### config.mk
export PLATFORM = sky130hd
export DESIGN_NAME = sequence_reorder_buffer_core
export DESIGN_NICKNAME = d
export VERILOG_FILES = /design/src/sv/srb_pkg.sv /design/src/sv/sequence_reorder_buffer_core.sv /design/src/sv/srb_ram.sv /design/src/sv/srb_window.sv
export SDC_FILE = /design/constraint.sdc
export NUM_CORES = 1
export LEC_CHECK = 0
export BUFFER_PORTS_ARGS = -buffer_cell sky130_fd_sc_hd__buf_4
export CAP_MARGIN = 5
export CORE_UTILIZATION = 50
export CTS_BUF_LIST = sky130_fd_sc_hd__clkbuf_16
export CTS_CLUSTER_SIZE = 16
export DETAILED_ROUTE_END_ITERATION = 10
export GPL_TIMING_DRIVEN = 0
export PLACE_DENSITY = 0.68
export REMOVE_ABC_BUFFERS = 1
export SYNTH_ARGS = -nofsm -noshare
export SYNTH_HDL_FRONTEND = slang
export SYNTH_SLANG_ARGS = --single-unit
export TNS_END_PERCENT = 1
### constraint.sdc
create_clock -name aclk -period 9.2 [get_ports aclk]
set_input_delay 0.46 -clock aclk [delete_from_list [all_inputs] [get_ports aclk]]
set_output_delay 0.46 -clock aclk [all_outputs]
set_load 0.05 [all_outputs]
### src/sv/srb_pkg.sv
`default_nettype none
// ----------------------------------------------------------------------------
// srb_pkg: shared types and codes of the sequence reorder buffer
// Operation, result kind, push status and register index codes, plus the
// control group that the core drives into the window store.
// ----------------------------------------------------------------------------
package srb_pkg;

    // Field widths fixed by the interface
    localparam int SEQ_W       = 32;
    localparam int CFG_DATA_W  = 32;
    localparam int CFG_INDEX_W = 2;
    localparam int PEAK_W      = 6;

    // An emit releases at most this many numbers
    localparam int MAX_RESULTS = 32;
    localparam int RUN_W       = $clog2(MAX_RESULTS + 1);

    localparam logic [PEAK_W-1:0] PEAK_MAX = '1;

    // Operation codes
    localparam logic OP_PUSH = 1'b0;
    localparam logic OP_EMIT = 1'b1;

    // Result kinds
    localparam logic [1:0] KIND_PUSH    = 2'd0;
    localparam logic [1:0] KIND_EMITTED = 2'd1;
    localparam logic [1:0] KIND_NONE    = 2'd2;

    // Push status codes
    localparam logic [1:0] STATUS_STORED    = 2'd0;
    localparam logic [1:0] STATUS_DUPLICATE = 2'd1;
    localparam logic [1:0] STATUS_TOO_OLD   = 2'd2;
    localparam logic [1:0] STATUS_BEYOND    = 2'd3;

    // Register indexes
    localparam logic [CFG_INDEX_W-1:0] CFG_START    = 2'd0;
    localparam logic [CFG_INDEX_W-1:0] CFG_WATCHDOG = 2'd1;

    // Window store control group
    typedef struct packed {
        logic rd_en;
        logic wr_en;
        logic wr_pending;
        logic clear_all;
    } window_ctl_t;

endpackage : srb_pkg
`default_nettype wire

### src/sv/sequence_reorder_buffer_core.sv
`default_nettype none
// ----------------------------------------------------------------------------
// sequence_reorder_buffer_core: sequence-number reorder buffer
// Tracks out-of-order arrivals in a window bitmap and releases the in-order
// run at the head on request, with an optional sticky watchdog gate.
// ----------------------------------------------------------------------------
// One item is worked on at a time; s_ready is high while the core is idle,
// even when the previous result still waits in the output register. A push
// reads the bitmap RAM in the accept cycle; in the push state the slot is
// checked and written back once the output register is free. An emit walks
// the head run through the same RAM port, one slot per cycle, until a slot is
// not pending or the 32-number cap is reached, then sends one result beat per
// number released. An emit that releases nothing answers with one empty
// result; one refused by the gate does so without a scan. Results leave one
// per cycle unless m_ready stalls them. Reset needs no clearing pass: slot
// flags in flip-flops mark which RAM entries hold data.
// ----------------------------------------------------------------------------
module sequence_reorder_buffer_core
    import srb_pkg::*;
#(
    parameter int WINDOW = 32
) (
    input  wire logic                   aclk,
    input  wire logic                   aresetn,
    // Input beats
    input  wire logic                   s_valid,
    output logic                        s_ready,
    input  wire logic                   s_op,
    input  wire logic [SEQ_W-1:0]       s_seq_in,
    input  wire logic                   s_watchdog_alive,
    // Result beats
    output logic                        m_valid,
    input  wire logic                   m_ready,
    output logic      [1:0]             m_kind,
    output logic      [1:0]             m_push_status,
    output logic                        m_gated,
    output logic      [SEQ_W-1:0]       m_seq_out,
    output logic                        m_last,
    output logic      [SEQ_W-1:0]       m_received_count,
    output logic      [SEQ_W-1:0]       m_emitted_count,
    output logic      [PEAK_W-1:0]      m_peak_depth,
    // Configuration writes
    input  wire logic                   cfg_wr_en,
    input  wire logic [CFG_INDEX_W-1:0] cfg_wr_index,
    input  wire logic [CFG_DATA_W-1:0]  cfg_wr_data
);

    localparam int SLOT_W = $clog2(WINDOW);
    localparam int CNT_W  = $clog2(WINDOW + 1);
    localparam int SUM_W  = ((SLOT_W > RUN_W) ? SLOT_W : RUN_W) + 1;
    localparam int CMP_W  = (CNT_W > PEAK_W) ? CNT_W : PEAK_W;

    localparam logic [SLOT_W-1:0] SLOT_LAST  = SLOT_W'(WINDOW - 1);
    localparam logic [SLOT_W:0]   SLOT_SPAN  = (SLOT_W + 1)'(WINDOW);
    localparam logic [SUM_W-1:0]  SUM_SPAN   = SUM_W'(WINDOW);
    localparam logic [SEQ_W-1:0]  SEQ_SPAN   = SEQ_W'(WINDOW);
    localparam logic [RUN_W-1:0]  RUN_CAP    = RUN_W'(MAX_RESULTS);

    // State codes
    localparam logic [2:0] ST_IDLE = 3'd0;
    localparam logic [2:0] ST_PUSH = 3'd1;
    localparam logic [2:0] ST_SCAN = 3'd2;
    localparam logic [2:0] ST_EMIT = 3'd3;
    localparam logic [2:0] ST_NONE = 3'd4;

    // Control state
    logic [2:0]        state_reg,     state_next;
    logic [SEQ_W-1:0]  exp_seq_reg,   exp_seq_next;
    logic [SLOT_W-1:0] head_slot_reg, head_slot_next;
    logic [CNT_W-1:0]  pend_cnt_reg,  pend_cnt_next;
    logic              gate_open_reg, gate_open_next;
    logic              wd_en_reg,     wd_en_next;
    logic [SEQ_W-1:0]  recv_reg,      recv_next;
    logic [SEQ_W-1:0]  emit_tot_reg,  emit_tot_next;
    logic [PEAK_W-1:0] peak_reg,      peak_next;
    logic              out_valid_reg, out_valid_next;

    // Working registers
    logic [SLOT_W-1:0] push_slot_reg,   push_slot_next;
    logic              push_old_reg,    push_old_next;
    logic              push_beyond_reg, push_beyond_next;
    logic [SLOT_W-1:0] scan_addr_reg,   scan_addr_next;
    logic [RUN_W-1:0]  run_cnt_reg,     run_cnt_next;
    logic [RUN_W-1:0]  left_reg,        left_next;
    logic              gated_reg,       gated_next;

    // Output register payload
    logic [1:0]        out_kind_reg;
    logic [1:0]        out_status_reg;
    logic              out_gated_reg;
    logic [SEQ_W-1:0]  out_seq_reg;
    logic              out_last_reg;
    logic [SEQ_W-1:0]  out_recv_reg;
    logic [SEQ_W-1:0]  out_emit_reg;
    logic [PEAK_W-1:0] out_peak_reg;

    // Output load values
    logic              out_load;
    logic [1:0]        ld_kind;
    logic [1:0]        ld_status;
    logic              ld_gated;
    logic [SEQ_W-1:0]  ld_seq;
    logic              ld_last;
    logic [SEQ_W-1:0]  ld_recv;
    logic [SEQ_W-1:0]  ld_emit;
    logic [PEAK_W-1:0] ld_peak;

    // Window store interface
    window_ctl_t       win_ctl;
    logic [SLOT_W-1:0] win_rd_addr;
    logic [SLOT_W-1:0] win_wr_addr;
    logic              win_pending;

    // Datapath terms
    logic              out_free;
    logic [SEQ_W-1:0]  in_diff;
    logic              in_old;
    logic              in_beyond;
    logic [SLOT_W:0]   in_slot_sum;
    logic [SLOT_W-1:0] in_slot;
    logic [SLOT_W-1:0] scan_next_addr;
    logic [RUN_W-1:0]  run_cnt_inc;
    logic [RUN_W-1:0]  run_fin;
    logic              scan_stop;
    logic [SUM_W-1:0]  head_sum;
    logic [SLOT_W-1:0] head_adv;
    logic [SEQ_W:0]    emit_sum;
    logic [SEQ_W-1:0]  emit_sat;
    logic              push_stored;
    logic [CNT_W-1:0]  cnt_after;
    logic [CMP_W-1:0]  cnt_cmp;
    logic [PEAK_W-1:0] peak_push;
    logic [SEQ_W-1:0]  recv_sat;
    logic [1:0]        push_status;

    assign out_free = !out_valid_reg || m_ready;

    // Push classification and slot, relative to the head slot
    assign in_diff     = s_seq_in - exp_seq_reg;
    assign in_old      = s_seq_in < exp_seq_reg;
    assign in_beyond   = !in_old && (in_diff >= SEQ_SPAN);
    assign in_slot_sum = {1'b0, head_slot_reg} + {1'b0, in_diff[SLOT_W-1:0]};
    assign in_slot     = (in_slot_sum >= SLOT_SPAN) ? SLOT_W'(in_slot_sum - SLOT_SPAN)
                                                    : in_slot_sum[SLOT_W-1:0];

    // Head run walk
    assign scan_next_addr = (scan_addr_reg == SLOT_LAST) ? '0 : scan_addr_reg + 1'b1;
    assign run_cnt_inc    = run_cnt_reg + 1'b1;
    assign run_fin        = win_pending ? run_cnt_inc : run_cnt_reg;
    assign scan_stop      = !win_pending || (run_cnt_inc == RUN_CAP);
    assign head_sum       = SUM_W'(head_slot_reg) + SUM_W'(run_fin);
    assign head_adv       = (head_sum >= SUM_SPAN) ? SLOT_W'(head_sum - SUM_SPAN)
                                                   : head_sum[SLOT_W-1:0];
    assign emit_sum       = {1'b0, emit_tot_reg} + (SEQ_W + 1)'(run_fin);
    assign emit_sat       = emit_sum[SEQ_W] ? '1 : emit_sum[SEQ_W-1:0];

    // Push outcome
    assign push_stored = !push_old_reg && !push_beyond_reg && !win_pending;
    assign cnt_after   = push_stored ? pend_cnt_reg + 1'b1 : pend_cnt_reg;
    assign cnt_cmp     = CMP_W'(cnt_after);
    assign recv_sat    = (recv_reg == '1) ? recv_reg : recv_reg + 1'b1;

    always_comb begin
        priority if (push_old_reg) begin
            push_status = STATUS_TOO_OLD;
        end else if (push_beyond_reg) begin
            push_status = STATUS_BEYOND;
        end else if (win_pending) begin
            push_status = STATUS_DUPLICATE;
        end else begin
            push_status = STATUS_STORED;
        end
    end

    // Peak follows the pending count of in-window pushes, saturating
    always_comb begin
        peak_push = peak_reg;
        if (!push_old_reg && !push_beyond_reg && (cnt_cmp > CMP_W'(peak_reg))) begin
            peak_push = (cnt_cmp > CMP_W'(PEAK_MAX)) ? PEAK_MAX : PEAK_W'(cnt_cmp);
        end
    end

    // Sequencer
    always_comb begin
        state_next       = state_reg;
        exp_seq_next     = exp_seq_reg;
        head_slot_next   = head_slot_reg;
        pend_cnt_next    = pend_cnt_reg;
        gate_open_next   = gate_open_reg;
        wd_en_next       = wd_en_reg;
        recv_next        = recv_reg;
        emit_tot_next    = emit_tot_reg;
        peak_next        = peak_reg;
        push_slot_next   = push_slot_reg;
        push_old_next    = push_old_reg;
        push_beyond_next = push_beyond_reg;
        scan_addr_next   = scan_addr_reg;
        run_cnt_next     = run_cnt_reg;
        left_next        = left_reg;
        gated_next       = gated_reg;

        win_ctl     = '0;
        win_rd_addr = head_slot_reg;
        win_wr_addr = scan_addr_reg;

        out_load  = 1'b0;
        ld_kind   = KIND_PUSH;
        ld_status = STATUS_STORED;
        ld_gated  = 1'b0;
        ld_seq    = '0;
        ld_last   = 1'b1;
        ld_recv   = recv_reg;
        ld_emit   = emit_tot_reg;
        ld_peak   = peak_reg;

        unique case (state_reg)
            ST_IDLE: begin
                if (s_valid) begin
                    if (s_op == OP_PUSH) begin
                        win_ctl.rd_en    = 1'b1;
                        win_rd_addr      = in_slot;
                        push_slot_next   = in_slot;
                        push_old_next    = in_old;
                        push_beyond_next = in_beyond;
                        state_next       = ST_PUSH;
                    end else if (wd_en_reg && !gate_open_reg && !s_watchdog_alive) begin
                        gated_next = 1'b1;
                        state_next = ST_NONE;
                    end else begin
                        // alive is high here whenever the gate still has to open
                        gate_open_next = gate_open_reg | wd_en_reg;
                        win_ctl.rd_en  = 1'b1;
                        win_rd_addr    = head_slot_reg;
                        scan_addr_next = head_slot_reg;
                        run_cnt_next   = '0;
                        state_next     = ST_SCAN;
                    end
                end
            end

            ST_PUSH: begin
                // Read data is held by the RAM until the result can go out
                if (out_free) begin
                    win_ctl.wr_en      = push_stored;
                    win_ctl.wr_pending = 1'b1;
                    win_wr_addr        = push_slot_reg;
                    pend_cnt_next      = cnt_after;
                    recv_next          = recv_sat;
                    peak_next          = peak_push;
                    out_load           = 1'b1;
                    ld_kind            = KIND_PUSH;
                    ld_status          = push_status;
                    ld_recv            = recv_sat;
                    ld_peak            = peak_push;
                    state_next         = ST_IDLE;
                end
            end

            ST_SCAN: begin
                // Clear each pending head slot, read the next one ahead
                if (win_pending) begin
                    win_ctl.wr_en      = 1'b1;
                    win_ctl.wr_pending = 1'b0;
                    win_wr_addr        = scan_addr_reg;
                    run_cnt_next       = run_cnt_inc;
                end
                if (scan_stop) begin
                    head_slot_next = head_adv;
                    pend_cnt_next  = pend_cnt_reg - CNT_W'(run_fin);
                    emit_tot_next  = emit_sat;
                    left_next      = run_fin;
                    if (run_fin == '0) begin
                        gated_next = 1'b0;
                        state_next = ST_NONE;
                    end else begin
                        state_next = ST_EMIT;
                    end
                end else begin
                    win_ctl.rd_en  = 1'b1;
                    win_rd_addr    = scan_next_addr;
                    scan_addr_next = scan_next_addr;
                end
            end

            ST_EMIT: begin
                if (out_free) begin
                    out_load     = 1'b1;
                    ld_kind      = KIND_EMITTED;
                    ld_seq       = exp_seq_reg;
                    ld_last      = (left_reg == RUN_W'(1));
                    exp_seq_next = exp_seq_reg + 1'b1;
                    left_next    = left_reg - 1'b1;
                    if (left_reg == RUN_W'(1)) begin
                        state_next = ST_IDLE;
                    end
                end
            end

            ST_NONE: begin
                if (out_free) begin
                    out_load   = 1'b1;
                    ld_kind    = KIND_NONE;
                    ld_gated   = gated_reg;
                    state_next = ST_IDLE;
                end
            end

            default: begin
                state_next = ST_IDLE;
            end
        endcase

        // Register writes: the user must write only while idle; the core does not enforce it
        if (cfg_wr_en) begin
            unique case (cfg_wr_index)
                CFG_START: begin
                    exp_seq_next      = cfg_wr_data[SEQ_W-1:0];
                    head_slot_next    = '0;
                    pend_cnt_next     = '0;
                    win_ctl.clear_all = 1'b1;
                end
                CFG_WATCHDOG: begin
                    wd_en_next     = cfg_wr_data[0];
                    gate_open_next = 1'b0;
                end
                default: begin
                end
            endcase
        end
    end

    // Output register handshake
    always_comb begin
        if (out_load) begin
            out_valid_next = 1'b1;
        end else if (m_ready) begin
            out_valid_next = 1'b0;
        end else begin
            out_valid_next = out_valid_reg;
        end
    end

    // Control registers
    always_ff @(posedge aclk) begin
        if (!aresetn) begin
            state_reg     <= ST_IDLE;
            exp_seq_reg   <= '0;
            head_slot_reg <= '0;
            pend_cnt_reg  <= '0;
            gate_open_reg <= 1'b0;
            wd_en_reg     <= 1'b0;
            recv_reg      <= '0;
            emit_tot_reg  <= '0;
            peak_reg      <= '0;
            out_valid_reg <= 1'b0;
        end else begin
            state_reg     <= state_next;
            exp_seq_reg   <= exp_seq_next;
            head_slot_reg <= head_slot_next;
            pend_cnt_reg  <= pend_cnt_next;
            gate_open_reg <= gate_open_next;
            wd_en_reg     <= wd_en_next;
            recv_reg      <= recv_next;
            emit_tot_reg  <= emit_tot_next;
            peak_reg      <= peak_next;
            out_valid_reg <= out_valid_next;
        end
    end

    // Working and payload registers
    always_ff @(posedge aclk) begin
        push_slot_reg   <= push_slot_next;
        push_old_reg    <= push_old_next;
        push_beyond_reg <= push_beyond_next;
        scan_addr_reg   <= scan_addr_next;
        run_cnt_reg     <= run_cnt_next;
        left_reg        <= left_next;
        gated_reg       <= gated_next;
        if (out_load) begin
            out_kind_reg   <= ld_kind;
            out_status_reg <= ld_status;
            out_gated_reg  <= ld_gated;
            out_seq_reg    <= ld_seq;
            out_last_reg   <= ld_last;
            out_recv_reg   <= ld_recv;
            out_emit_reg   <= ld_emit;
            out_peak_reg   <= ld_peak;
        end
    end

    srb_window #(
        .WINDOW (WINDOW)
    ) u_window (
        .aclk    (aclk),
        .aresetn (aresetn),
        .ctl     (win_ctl),
        .rd_addr (win_rd_addr),
        .wr_addr (win_wr_addr),
        .pending (win_pending)
    );

    assign s_ready          = (state_reg == ST_IDLE);
    assign m_valid          = out_valid_reg;
    assign m_kind           = out_kind_reg;
    assign m_push_status    = out_status_reg;
    assign m_gated          = out_gated_reg;
    assign m_seq_out        = out_seq_reg;
    assign m_last           = out_last_reg;
    assign m_received_count = out_recv_reg;
    assign m_emitted_count  = out_emit_reg;
    assign m_peak_depth     = out_peak_reg;

endmodule : sequence_reorder_buffer_core
`default_nettype wire

### src/sv/srb_ram.sv
`default_nettype none
// ----------------------------------------------------------------------------
// srb_ram: generic single-write, single-read synchronous RAM
// One write port, one read port, read data registered.
// Read data holds while the read enable is low.
// ----------------------------------------------------------------------------
module srb_ram #(
    parameter int WIDTH = 1,
    parameter int DEPTH = 32,
    localparam int ADDR_W = $clog2(DEPTH)
) (
    input  wire logic              aclk,
    input  wire logic              we,
    input  wire logic [ADDR_W-1:0] waddr,
    input  wire logic [WIDTH-1:0]  wdata,
    input  wire logic              re,
    input  wire logic [ADDR_W-1:0] raddr,
    output logic      [WIDTH-1:0]  rdata
);

    logic [WIDTH-1:0] mem_reg [DEPTH];
    logic [WIDTH-1:0] rdata_reg;

    always_ff @(posedge aclk) begin
        if (we) begin
            mem_reg[waddr] <= wdata;
        end
        if (re) begin
            rdata_reg <= mem_reg[raddr];
        end
    end

    assign rdata = rdata_reg;

endmodule : srb_ram
`default_nettype wire

### src/sv/srb_window.sv
`default_nettype none
// ----------------------------------------------------------------------------
// srb_window: pending bitmap of the reorder window
// Pending flags live in a one-bit RAM; a written flag per slot (cleared at
// reset and on a start write) masks slots not touched since the last clear.
// ----------------------------------------------------------------------------
module srb_window
    import srb_pkg::*;
#(
    parameter int WINDOW = 32,
    localparam int SLOT_W = $clog2(WINDOW)
) (
    input  wire logic              aclk,
    input  wire logic              aresetn,
    input  wire window_ctl_t       ctl,
    input  wire logic [SLOT_W-1:0] rd_addr,
    input  wire logic [SLOT_W-1:0] wr_addr,
    output logic                   pending
);

    logic [WINDOW-1:0] written_reg;
    logic [WINDOW-1:0] written_next;
    logic              written_q_reg;
    logic              ram_rdata;

    // Written flags: cleared in one go, set on any write to the slot
    always_comb begin
        written_next = written_reg;
        if (ctl.clear_all) begin
            written_next = '0;
        end else if (ctl.wr_en) begin
            written_next[wr_addr] = 1'b1;
        end
    end

    always_ff @(posedge aclk) begin
        if (!aresetn) begin
            written_reg <= '0;
        end else begin
            written_reg <= written_next;
        end
    end

    // Flag sampled alongside the RAM read so both line up
    always_ff @(posedge aclk) begin
        if (ctl.rd_en) begin
            written_q_reg <= written_reg[rd_addr];
        end
    end

    srb_ram #(
        .WIDTH (1),
        .DEPTH (WINDOW)
    ) u_ram (
        .aclk  (aclk),
        .we    (ctl.wr_en),
        .waddr (wr_addr),
        .wdata (ctl.wr_pending),
        .re    (ctl.rd_en),
        .raddr (rd_addr),
        .rdata (ram_rdata)
    );

    assign pending = written_q_reg & ram_rdata;

endmodule : srb_window
`default_nettype wire

==> impl_metrics.py <==
metrics = {
    "run_status": {
        "status": "completed",
    },
    "clock_tree": {
        "clkSinkCount": 318,
        "clock_latency_ns": 0.53,
        "holdBufCountCts": 0,
        "clockRootBuffer": "clkbuf_16",
        "path_clk_slew_ns": 0.06,
        "cts_tree": "done",
        "cts_buffer_depth": 3,
        "postCtsSetupRepairBufs": 0,
        "ctsHtreeMaxLevel": 2,
        "numCtsBuffers": 36,
        "cts-resized-gates": 0,
    },
    "sta": {
        "period_needed_ns": 4.59,
        "tns_ns": 0,
        "fmax_ghz": 0.218,
        "rsz0062_at_grt": "no",
        "finalClockSkew_ns": 0.0203,
        "slew_violations": 0,
        "setup_viol": 0,
        "worst-slew-pin-transition_ns": 1.25,
        "final_hold_viol_count": 0,
        "slew_headroom_pct": 16.5,
        "period_share_pct": 49.9,
    },
    "critical_path": {
        "path_depth": 10,
        "endpoint_kind": "flip-flop",
        "crit_type": "reg -> reg",
        "rrSetupSlack_ns": 4.61,
        "r2r-start": "state_reg[1]",
        "cp_slowest_cell": "and3_1",
        "critPathLaunchType": "flip-flop",
        "path_cells": "nor3b_2, inv_1, nor2_1, nand2_1, nand3_1, and3_1, mux2i_1, a32oi_1, and3_1, mux4_2",
        "critPathMaxFanout": 25,
        "crit_buf_inv": 1,
        "reg2reg_depth": 10,
        "crit_arrival_ns": 4.86,
        "cp.required_ns": 9.46,
        "path_common_cell": "and3_1",
        "timing.rr.end": "u_window.written_q_reg",
        "critPathMaxStageDelay_ns": 0.88,
        "critPathTopFamily": "simple AND/OR/NAND/NOR gates",
    },
    "placed_design": {
        "dp_hpwl_mm": 27.2,
        "portBuffers": 182,
        "dp.cells": 2191,
        "gp_congestion": 0.892,
    },
    "detailed_routing": {
        "drc": 0,
        "drtIter0Drc": 895,
        "wire_per_inst_um": 17.0,
        "dr.pass1.iters": 6,
        "vias_per_cell": 5.60,
        "wirelength_mm": 38.5,
        "vias": 12639,
        "ant_nets": 0,
    },
    "yosys": {
        "synth_area_per_cell_um2": 9.59,
        "synthTopCellsByArea": "edfxtp_1 31%, dfxtp_1 19%, nor2_1 6.0%",
        "synthDominantCellAreaShare_pct": 31.4,
        "synth_top_area_cell": "edfxtp_1",
        "yosys_warnings": 0,
        "synth_cells": 1666,
        "ys.flop_type": "edfxtp_1",
        "ys_async_sr_fraction_pct": 0,
        "synth.distinct_cells": 75,
        "synth-seq-area-share_pct": 50.3,
        "synth_seq_cells": 318,
        "synth-edff-count": 167,
        "netlist_area_um2": 16000,
    },
    "floorplan": {
        "initial_utilization_pct": 50.8,
        "core_area_um2": 31500,
        "boundaryPins": 183,
        "fp.dieW_um": 181,
        "die_y_um": 181,
        "placementRows": 65,
        "die_area_um2": 32700,
    },
    "pwr": {
        "pwr-share-comb_pct": 25.1,
        "clockPowerShare_pct": 33.8,
        "power.density_nw_per_um2": 220,
        "power.total_uw": 4160,
        "p_seq_share_pct": 41.0,
        "p_sw_uw": 1350,
        "p_leak_uw": 0.00731,
        "switching_share_pct": 32.3,
        "p_int_uw": 2820,
        "ir_worst_vdd_uv": 167,
    },
    "global_routing": {
        "grt_use_total_pct": 23.5,
        "grt_max_degree": 64,
        "grtUsageMet2_pct": 40.1,
        "first_global_vias": 12356,
        "grtUsageMet3_pct": 3.63,
        "antenna_found_initial": 0,
        "overflow": 0,
        "busiest_layer": "met2",
        "grt_first_pass_wirelength_mm": 62.5,
        "grt_util_met1_pct": 30.6,
    },
    "cells_and_area": {
        "finalNetCount": 1970,
        "utilization_pct": 60.1,
        "areaGrowthSynthToFinish_pct": 18.3,
        "drive_gt1_share_pct": 14.1,
        "fillCellCount": 2612,
        "diodes": 0,
        "final-instance-count-excl-fill": 2257,
    },
    "worst_hold_path": {
        "hp-class": "in -> reg",
        "holdPathStages": 3,
        "whs_endpoint": "wd_en_reg",
        "min-delay-start": "cfg_wr_data[0]",
    },
    "job": {
        "maxCapViolCount": 0,
    },
}
==> how the worst max path moves through the flow <==
stage	end	startpoint
floorplan	m_emitted_count[0]	state_reg[0]
detailed placement	u_window.written_q_reg	state_reg[1]
global route	u_window.u_ram.mem_reg[15]	state_reg[0]
CTS	u_window.written_q_reg	state_reg[1]
finish	u_window.written_q_reg	state_reg[1]
global placement	m_received_count[13]	state_reg[0]
==> layout make-up <==
type                            count  area (µm²)  share of cell area, %
Tap cell                          402         503                   2.66
Sequential cell                   318        8040                   42.5
Inverter                           90         338                   1.79
Timing Repair Buffer              188        1490                   7.90
Clock inverter                     30         259                   1.37
Multi-Input combinational cell   1193        7370                   39.0
Clock buffer                       36         901                   4.77
==> tightest hold or removal path, delay by kind of cell <==
family,cells,cell delay [ns]
buf+inv,1,0.09
mux,1,0.05
simple gates,1,0.08
==> layer usage <==
layer  vias up  routed length (µm)
met5         -                   0
met4         0                 963
met3        71                2180
met2       404               18400
met1      5985               16900
li1       6179                   -
==> layout by cell type, fill, tap and decap left out, drive strengths merged, types with 8 or more instances in the layout <==
cell type and instances:
nor2 256, buf 188, edfxtp 167, nand2 159
dfxtp 151, inv 104, xnor2 103, a21oi 88
ha 65, nand3 65, and2 51, o21ai 48
a211oi 38, nor3 38, clkbuf 36, nand4 30
xor2 29, and3 26, a21o 23, nand2b 16
mux2i 16, clkinv 12, a31oi 11, nor2b 10
a32oi 9, nor4 8
==> logic make-up after synthesis <==
kind of cell / count (synthesis) / synth area share [%]
flip-flops: 318 / 50.3
XOR/XNOR: 132 / 7.24
multiplexers: 21 / 1.50
AND/OR/NAND/NOR: 696 / 20.6
buffers and inverters: 155 / 3.67
AO/OA/AOI/OAI: 274 / 11.0
adder cells (fa/ha/maj): 70 / 5.72
==> Yosys cell counts (all sizes together) (5+ instances only) <==
| library cell | n |
|---|---|
| xor2 | 29 |
| nor3b | 7 |
| nor2 | 256 |
| a31oi | 11 |
| o22ai | 6 |
| a211oi | 38 |
| a32oi | 9 |
| inv | 90 |
| nand2 | 159 |
| nand2b | 16 |
| mux2i | 16 |
| and3 | 26 |
| a21o | 23 |
| buf | 6 |
| or3 | 5 |
| nor3 | 38 |
| dfxtp | 151 |
| nand4 | 30 |
| clkbuf | 59 |
| fa | 5 |
| nand3 | 65 |
| nor2b | 10 |
| ha | 65 |
| o21bai | 7 |
| o21ai | 48 |
| and4 | 7 |
| a21oi | 88 |
| nand3b | 6 |
| or2 | 7 |
| and2 | 51 |
| xnor2 | 103 |
| edfxtp | 167 |
| nor4 | 8 |
==> through the flow <==
stage                     hold slack, ns  setup slack (ns)  cell area (µm²)
after CTS                          0.176              4.69            18900
after global placement             0.442             0.402            17600
final                              0.186              4.61            18900
after global routing               0.212              4.48            18900
after floorplan                    0.431              3.27            15700
after detailed placement           0.445              4.71            17700
==> power by group through the flow <==
stage | Clock, µW | Sequential [µW] | Combinational [µW]
floorplan | 0 | 1930 | 523
global placement | 0 | 1750 | 1010
detailed placement | 0 | 1740 | 1040
CTS | 1440 | 1710 | 1050
global route | 1480 | 1720 | 1130
finish | 1410 | 1710 | 1050
No activity file was read; power rests on OpenSTA's default activity.
